File: src/hw/rtl/periodic_curve_sampler_unit_assert.svh
// Assertion helpers, clocked on clk_i and disabled while rst_ni is low.
`ifndef PERIODIC_CURVE_SAMPLER_UNIT_ASSERT_SVH
`define PERIODIC_CURVE_SAMPLER_UNIT_ASSERT_SVH
`ifndef SYNTHESIS
`define PCS_ASSERT(name, prop, msg) \
  name: assert property (@(posedge clk_i) disable iff (!rst_ni) prop) else $error(msg);
`define PCS_ASSERT_NEXT(name, trig, cons, msg) \
  name: assert property (@(posedge clk_i) disable iff (!rst_ni) trig |=> cons) else $error(msg);
`else
`define PCS_ASSERT(name, prop, msg)
`define PCS_ASSERT_NEXT(name, trig, cons, msg)
`endif
`endif

File: src/hw/rtl/pcs_pkg.sv
package pcs_pkg;

  localparam int GRID_DEPTH = 64;
  localparam int IDX_W      = $clog2(GRID_DEPTH);
  localparam int CNT_W      = $clog2(GRID_DEPTH + 1);

  localparam int TIME_W = 31;
  localparam int VAL_W  = 32;
  localparam int DVD_W  = 64;
  localparam int DVS_W  = 31;

  localparam logic REQ_LOAD  = 1'b0;
  localparam logic REQ_QUERY = 1'b1;

  localparam logic [1:0] ST_OK   = 2'd0;
  localparam logic [1:0] ST_ZERO = 2'd1;
  localparam logic [1:0] ST_ACK  = 2'd2;

  localparam logic REG_CYCLE = 1'b0;
  localparam logic REG_COUNT = 1'b1;

  typedef struct packed {
    logic              is_query;
    logic              wr_ok;
    logic [5:0]        idx;
    logic [TIME_W-1:0] gt;
    logic [VAL_W-1:0]  cv;
    logic [VAL_W-1:0]  qt;
  } cmd_t;

  typedef struct packed {
    logic [TIME_W-1:0] cycle;
    logic [6:0]        count;
  } cfg_t;

  typedef struct packed {
    logic             start;
    logic [DVD_W-1:0] dvd;
    logic [DVS_W-1:0] dvs;
    logic [6:0]       nbits;
  } div_req_t;

  typedef struct packed {
    logic             busy;
    logic             done;
    logic [DVD_W-1:0] quo;
    logic [DVS_W-1:0] rem;
  } div_rsp_t;

endpackage

File: src/hw/rtl/pcs_div.sv
module pcs_div import pcs_pkg::*; (
  input  logic     clk_i,
  input  logic     rst_ni,
  input  div_req_t req_i,
  output div_rsp_t rsp_o
);

  logic             busy_q, done_q;
  logic [6:0]       cnt_q;
  logic [DVD_W-1:0] dvd_q;
  logic [DVS_W-1:0] dvs_q, rem_q;
  logic [DVS_W:0]   shifted;
  logic [DVS_W+1:0] diff;
  logic             ge;

  assign shifted = {rem_q, dvd_q[DVD_W-1]};
  assign diff    = {1'b0, shifted} - {2'b00, dvs_q};
  assign ge      = !diff[DVS_W+1];

  always_ff @(posedge clk_i or negedge rst_ni) begin
    if (!rst_ni) begin
      busy_q <= 1'b0;
      done_q <= 1'b0;
      cnt_q  <= 7'd0;
    end else begin
      done_q <= 1'b0;
      if (req_i.start) begin
        busy_q <= 1'b1;
        cnt_q  <= req_i.nbits;
      end else if (busy_q) begin
        cnt_q <= cnt_q - 7'd1;
        if (cnt_q == 7'd1) begin
          busy_q <= 1'b0;
          done_q <= 1'b1;
        end
      end
    end
  end

  always_ff @(posedge clk_i) begin
    if (req_i.start) begin
      dvd_q <= req_i.dvd;
      dvs_q <= req_i.dvs;
      rem_q <= '0;
    end else if (busy_q) begin
      dvd_q <= {dvd_q[DVD_W-2:0], ge};
      rem_q <= ge ? diff[DVS_W-1:0] : shifted[DVS_W-1:0];
    end
  end

  assign rsp_o.busy = busy_q;
  assign rsp_o.done = done_q;
  assign rsp_o.quo  = dvd_q;
  assign rsp_o.rem  = rem_q;

endmodule

File: config.mk
export PLATFORM = sky130hd
export DESIGN_NAME = pcs_div
export DESIGN_NICKNAME = d
export VERILOG_FILES = /design/src/hw/rtl/periodic_curve_sampler_unit_assert.svh /design/src/hw/rtl/pcs_pkg.sv /design/src/hw/rtl/pcs_div.sv
export SDC_FILE = /design/constraint.sdc
export NUM_CORES = 1
export LEC_CHECK = 0
export BUFFER_PORTS_ARGS = -buffer_cell sky130_fd_sc_hd__buf_2
export CAP_MARGIN = 25
export CELL_PAD_IN_SITES_DETAIL_PLACEMENT = 2
export CELL_PAD_IN_SITES_GLOBAL_PLACEMENT = 2
export CORE_AREA = 2 2 150 152
export CTS_BUF_LIST = sky130_fd_sc_hd__clkbuf_4 sky130_fd_sc_hd__clkbuf_8
export CTS_CLUSTER_DIAMETER = 200
export DETAILED_ROUTE_END_ITERATION = 12
export DIE_AREA = 0 0 152 154
export GPL_TIMING_DRIVEN = 0
export PLACE_DENSITY = 0.89
export SLEW_MARGIN = 20
export SYNTH_ARGS = -nofsm -noshare
export SYNTH_HDL_FRONTEND = slang
export SYNTH_SLANG_ARGS = --single-unit
File: constraint.sdc
create_clock -name clk_i -period 4.1 [get_ports clk_i]
set_input_delay 0.205 -clock clk_i [delete_from_list [all_inputs] [get_ports clk_i]]
set_output_delay 0.205 -clock clk_i [all_outputs]
set_load 0.005 [all_outputs]
==> results of run 1 <==
==> cell usage in the layout (no fill, tap or decap), types with 4 or more instances in the layout <==
| cell type | instances |
|---|---|
| ha_1 | 33 |
| a31o_2 | 4 |
| and3_1 | 5 |
| xor2_1 | 8 |
| xnor2_1 | 18 |
| inv_6 | 5 |
| a21o_1 | 16 |
| a211oi_1 | 24 |
| dfrtp_1 | 9 |
| nor2_1 | 50 |
| o2111ai_1 | 4 |
| nor3_1 | 6 |
| buf_1 | 7 |
| a211o_1 | 4 |
| clkbuf_8 | 17 |
| dfxtp_1 | 31 |
| or3_1 | 6 |
| edfxtp_1 | 95 |
| o21ai_0 | 22 |
| nand2_1 | 42 |
| nand3_1 | 10 |
| o211ai_1 | 5 |
| inv_1 | 40 |
| mux2i_1 | 20 |
| clkbuf_1 | 13 |
| mux2_2 | 65 |
| dlygate4sd3_1 | 39 |
| buf_2 | 207 |
| a21oi_1 | 29 |
| nand2b_1 | 10 |
==> power groups by stage <==
stage	clock, mW	sequential, mW	combinational (mW)
2_1_floorplan	0	1.93	1.51
3_3_place_gp	0	1.97	2.12
3_5_place_dp	0	1.99	2.23
4_1_cts	1.13	1.96	2.29
5_1_grt	1.19	2.00	2.53
6_report	1.11	1.96	2.31
==> critical path, cell delays in order (launching register included) <==
cell and delay (ps):
edfxtp_1 350, inv_1 70, ha_1 240, fa_1 420, nand2b_1 200, a21oi_1 360
o21a_1 260, or2_4 170, a21oi_4 80, o31ai_4 360, a31o_4 240, buf_6 190
mux2i_1 100, a211oi_1 480
==> worst max path at each step <==
| stage | from | endpoint | slack, ps |
|---|---|---|---|
| 5_1_grt | dvd_q[63] | rem_q[27] | 340 |
| 4_1_cts | dvd_q[63] | rem_q[29] | 620 |
| 6_report | dvd_q[63] | rem_q[27] | 410 |
| 2_1_floorplan | dvd_q[63] | rem_q[9] | 1200 |
| 3_3_place_gp | req_i[102] | dvd_q[63] | 40 |
| 3_5_place_dp | dvd_q[63] | rem_q[16] | 650 |
==> registers in the layout (all words and copies together) (netlist names) <==
name	cells
cnt_q	7
dvs_q	31
busy_q	1
dvd_q	64
done_q	1
rem_q	31
==> per-layer routing <==
metal / vias to the layer above / routed length, um
met4: 4 / 564
met5: - / 33
li1: 2872 / -
met3: 44 / 1560
met2: 195 / 13700
met1: 3037 / 9860
==> logic make-up (layout without fill, tap and decap cells) <==
kind of cell	Yosys count	after routing
adders and majority gates	34	34
AOI/OAI and AO/OA	136	136
and+or+nand+nor	147	147
xor gates and xnor gates	26	26
buffers and inverters	72	345
muxes	88	88
DFF	135	135
other	0	1
==> what timing repair did <==
| action | CTS | global route |
|---|---|---|
| buffers inserted | 0 | 0 |
| hold buffers | 39 | 0 |
| gates resized for setup | 0 | 0 |
| hold endpoints to repair | 47 | 0 |
==> layout make-up <==
type                            count  area [um^2]
Inverter                           41          156
Clock inverter                     15          143
Tap cell                          280          350
Multi-Input combinational cell    431         3300
Sequential cell                   135         3700
Buffer                             31          158
Antenna cell                        1         2.50
Timing Repair Buffer              241         1420
Clock buffer                       17          234
Fill cell                        2276        12200
==> key figures, run 1 <==
Clock network
  • Clock latency on the worst-skew pair: 470 ps
  • Num CTS Buffers: 17
  • Sink Count: 135
  • H-Tree Depth: 4
  • Reg clk slew, reported paths: 100 ps
  • CTS tree: yes
  • Root Driver: clkbuf_8
  • Clock tree buffer depth: 2

Critical path
  • Worst Reg-to-Reg Cells: 13
  • R2R Setup Slk: 410 ps
  • WS Path Type: register to register
  • FF-to-FF Start: dvd_q[63]
  • Worst-path maximum fanout: 10
  • Element type at the critical path end: register
  • Worst EP required: 4400 ps
  • Critical path data arrival time: 4000 ps
  • FF-to-FF End: rem_q[27]
  • Startpoint type of the worst setup path: register

Place
  • RePlAce Congestion: 0.789
  • Inst Count DP: 1120
  • Placement Cell Area: 8690 um^2
  • HPWL Detailed: 18.4 mm
  • PortBufs: 201
  • Setup WS pre-CTS: 651 ps

Pwr
  • Worst IR Drop VDD: 228 uV
  • Net Switching: 2.13 mW
  • Clock share of power: 0.207
  • P_leak: 4.19 nW
  • Internal cell power: 3.27 mW
  • Seq pwr share: 0.364
  • Pwr Total: 5.39 mW
  • Sw Share: 0.395
  • PD cells: 570 nW/um^2
  • Logic pwr share: 0.429

Synth
  • Syn_area_per_cell: 11.5 um^2
  • Primary FF master, synth: edfxtp_1
  • Seq cells post-synth: 135
  • Most instantiated cells after synthesis: edfxtp_1 (95), mux2_2 (65), nor2_1 (50)
  • Sequential-to-total area share from yosys stat: 0.506
  • Post-synth EDFFs: 95
  • Asr flop ratio synth: 0.0667
  • Synth top area share: 0.390
  • Top-count cell post-synth: edfxtp_1
  • Xor/xnor share of the synthesized area: 0.0312
  • Library cells used by synthesis: 64
  • Synth area leader: edfxtp_1
  • Synth warn: 0
  • Adder-cell area share of the yosys netlist: 0.0592
  • Compound-cell area share of the yosys netlist: 0.133
  • Synthesized cell area: 7310 um^2
  • Simple logic cell fraction of the synthesized area: 0.0950
  • Synthesized Nets: 777
  • Combinational family with the most area after synthesis: compound AO/OA/AOI/OAI gates
  • Mux cell area share after synthesis: 0.133
  • Synthesized instance count: 638
  • Top cells by area, synth: edfxtp_1 (39%), mux2_2 (10%), dfxtp_1 (8.5%)

Final layout
  • P&R area growth vs syn: 29.5%
  • Fin cells: 1192
  • Design area: 9460 um^2
  • Fin nets: 1037
  • Final core occ: 0.436
  • Share of cells above drive strength 1: 0.359

Timing
  • Setup WS post-layout: 408 ps
  • Clock Skews: 22.5 ps
  • Slew Limit Fails: 0
  • Total negative slack: 0 ps
  • Setup violations, final: 0
  • Peak Freq: 271 MHz
  • Minimum clock period: 3690 ps
  • Worst slew pin tran: 915 ps
  • Tcrit/Tclk final: 0.900
  • Rel. slew slack: 0.390
  • Fin Hold WS: 37.3 ps
  • RSZ-0062 raised after global routing: false
  • Final hold vios: 0

GRT
  • Grt peak-use layer: met2
  • M3 GR Usage: 0.0671
  • Total global-route track usage: 0.221
  • Met1 Resource Use GR: 0.235
  • Largest net degree at the start of global routing: 51
  • Initial antenna violation count: 3
  • Met2 usage in global routing: 0.416
  • Grt ovf: 0
  • Vias in the first global route: 7154
  • Global-route wire length before repair: 40.2 mm

Routing
  • DR pass1 iterations: 4
  • Final ANT Viol Nets: 0
  • DRT Wirelength: 25.7 mm
  • Wire length per cell: 21.6 um
  • Vias post-DR: 6152
  • Final routed DRC violation total: 0
  • DR iter-0 viols: 175
  • Vias/cell: 5.16

Floorplanning
  • Core Rows: 54
  • Die Width: 152 um
  • Die height: 154 um
  • Total core area: 21700 um^2
  • DIE AREA: 23400 um^2
  • IO Count: 202
  • Initial Util: 0.337

Worst hold path
  • Endpoint, Worst Hold: dvd_q[47]
  • Worst hold path type: input pin to register
  • HP Start: req_i[85]
  • Worst hold stages: 2

Run status
  • Status: finished clean

Job
  • Max-cap violation count: 0
No activity file was read; power rests on OpenSTA's default activity.
==> run 2, diff against run 1 <==
--- a/config.mk
+++ b/config.mk
@@ -16,6 +16,7 @@
 export DIE_AREA = 0 0 152 154
 export GPL_TIMING_DRIVEN = 0
 export PLACE_DENSITY = 0.89
+export REMOVE_ABC_BUFFERS = 1
 export SLEW_MARGIN = 20
 export SYNTH_ARGS = -nofsm -noshare
 export SYNTH_HDL_FRONTEND = slang
==> run 2 against run 1 <==
Effect of this change: count of clock-buffer cells in the layout rose by 1; core utilization fell by 0.55 points; non-clock buffer count fell by 30; sequential cell count did not move.
==> key figures, run 2 (synthesis results as in run 1) <==
Run status
  • Status: finished clean

Timing
  • Minimum clock period: 3620 ps (-70.5 ps)
  • Peak Freq: 276 MHz (+1.9%)
  • Tcrit/Tclk final: 0.883 (-0.0172)
  • Rel. slew slack: 0.458 (+0.0676)
  • Worst slew pin tran: 811 ps (-104 ps)
  • Fin Hold WS: 44.4 ps (+7.05 ps)
  • RSZ-0062 raised after global routing: false
  • Final hold vios: 0 (unchanged)
  • Slew Limit Fails: 0 (unchanged)
  • Setup violations, final: 0 (unchanged)
  • Clock Skews: 15.3 ps (-7.21 ps)

Place
  • Inst Count DP: 1090 (-2.7%)
  • HPWL Detailed: 16.6 mm (-9.9%)
  • RePlAce Congestion: 0.837 (+6.1%)
  • PortBufs: 201 (unchanged)

Floorplanning
  • IO Count: 202 (unchanged)
  • Initial Util: 0.337 (unchanged)
  • Die Width: 152 um (unchanged)
  • Core Rows: 54 (unchanged)
  • Die height: 154 um (unchanged)
  • Total core area: 21700 um^2 (unchanged)
  • DIE AREA: 23400 um^2 (unchanged)

Clock network
  • Sink Count: 135 (unchanged)
  • Clock latency on the worst-skew pair: 460 ps (about the same)
  • Root Driver: clkbuf_8
  • Clock tree buffer depth: 2 (unchanged)
  • Num CTS Buffers: 17 (unchanged)
  • CTS tree: yes
  • Post-CTS setup buffers: 0 (unchanged)
  • Reg clk slew, reported paths: 100 ps (about the same)
  • H-Tree Depth: 4 (unchanged)

Critical path
  • Element type at the critical path end: register
  • Worst-path maximum fanout: 30 (+20)
  • Crit path from: dvd_q[63]
  • FF-to-FF End: rem_q[5]
  • Worst Reg-to-Reg Cells: 12 (-1)
  • R2R Setup Slk: 480 ps (+70 ps)
  • CP endpoint: rem_q[5]
  • Worst EP required: 4480 ps (+80 ps)
  • Startpoint type of the worst setup path: register
  • FF-to-FF Start: dvd_q[63]
  • WS Path Type: register to register
  • Critical path data arrival time: 4000 ps (about the same)

Final layout
  • Reg with most FFs: dvd_q
  • Fin cells: 1161 (-2.6%)
  • P&R area growth vs syn: 27.9%
  • Most common cell after layout, fill and taps aside: buf_2
  • N_diodes: 0 (-1)
  • Max reg flops: 64 (unchanged)
  • Commonest non-fill, non-tap cells in the layout: buf_2 (200), edfxtp_1 (95), mux2_2 (65)
  • FILL cells: 2241 (-1.5%)
  • Share of cells above drive strength 1: 0.363 (+0.00428)
  • Area of the multi-input gates: 3300 um^2 (+0.19%)
  • FF/Latch Area: 3700 um^2 (+0.10%)
  • Largest registers: dvd_q (64), dvs_q (31), rem_q (31)
  • Fin nets: 1007 (-2.9%)

Routing
  • DRT Wirelength: 23.0 mm (-10%)
  • Vias post-DR: 5921 (-3.8%)
  • Final ANT Viol Nets: 0 (unchanged)
  • Wire length per cell: 19.8 um (-8.1%)
  • Wire length on met2: 12.0 mm (-12%)
  • Metal3 WL: 1.39 mm (-11%)
  • DR pass1 iterations: 4 (unchanged)
  • Met1 wire length: 9.19 mm (-6.8%)
  • Top Layer Used: met4
  • Final routed DRC violation total: 0 (unchanged)
  • Vias/cell: 5.10 (-1.2%)
  • DR iter-0 viols: 184 (+5.1%)

GRT
  • Initial antenna violation count: 0 (-3)
  • Total global-route track usage: 0.199 (-0.0215)
  • Grt ovf: 0 (unchanged)
  • Largest net degree at the start of global routing: 83 (+63%)
  • Vias in the first global route: 6744 (-5.7%)
  • Global-route wire length before repair: 36.9 mm (-8.3%)

Pwr
  • Worst IR Drop VDD: 192 uV (-16%)
  • P_leak: 4.13 nW (-1.5%)
  • PD cells: 560 nW/um^2 (-1.7%)

Job
  • Max-cap violation count: 0 (unchanged)

Worst hold path
  • Worst hold path type: input pin to register
-- run 2: cell count changes in the layout (fill, tap and decap cells not counted), moves of 2 or more --
cell	change
buf_6	-2
clkbuf_1	-13
buf_2	-7
buf_4	-2
inv_8	+2
clkinv_2	-2
buf_1	-7
-- run 2: through the flow --
| step | worst slack [ps] | util | TNS [ps] | total power, mW | area (um^2) |
|---|---|---|---|---|---|
| 3_3_place_gp | -1120 | 0.392 | -71010 | 4.01 | 8510 |
| 5_1_grt | 217 | 0.431 | 0 | 5.62 | 9350 |
| 6_report | 478 | 0.431 | 0 | 5.23 | 9350 |
| 3_5_place_dp | 439 | 0.396 | 0 | 4.15 | 8580 |
| 4_1_cts | 424 | 0.431 | 0 | 5.30 | 9350 |
| 2_1_floorplan | 803 | - | 0 | 3.37 | 7150 |
-- run 2: worst min-delay path by stage --
stage	startpoint	end	slack (ps)	cells past startpoint
after global placement	rst_ni	done_q	70	1
final	req_i[52]	dvd_q[14]	40	2
after CTS	req_i[62]	dvd_q[24]	5	2
after global routing	req_i[63]	dvd_q[25]	10	2
after floorplan	rst_ni	busy_q	-90	0
after detailed placement	rst_ni	done_q	70	1
-- run 2: worst max-delay path, stage by stage, from the launching register on --
cell	delay (ps)
edfxtp_1	350
inv_1	70
ha_1	230
fa_1	410
nand2b_1	190
a21oi_1	260
o21a_1	250
or2_4	170
a21oi_4	80
o31ai_4	360
a31o_4	600
mux2_1	370
a211oi_1	210
-- run 2: area by class of cell --
cell class / instances / share of cell area
flip-flops and latches: 135 / 0.396
multi-input cells: 431 / 0.354
repair buffers: 242 / 0.156
well taps: 280 / 0.0375
clock buffers: 18 / 0.0258
inverters: 41 / 0.0167
clock inverters: 14 / 0.0138
-- run 2: layer usage --
layer / track usage / vias to the layer above
li1: - / 2804
met1: 0.222 / 2918
met2: 0.364 / 174
met3: 0.0589 / 25
met4: 0.0663 / 0
met5: 0 / -
-- run 2: repair_timing --
item                                   CTS  global route
resized for setup                        0             0
endpoints found under the hold margin   47             0
hold buffers                            39             0
-- run 2: where the power goes --
| part | switching, mW | leakage [nW] | internal, mW |
|---|---|---|---|
| combinational | 1.20 | 2.60 | 0.998 |
| clock | 0.640 | 0.183 | 0.453 |
| sequential | 0.221 | 1.34 | 1.73 |
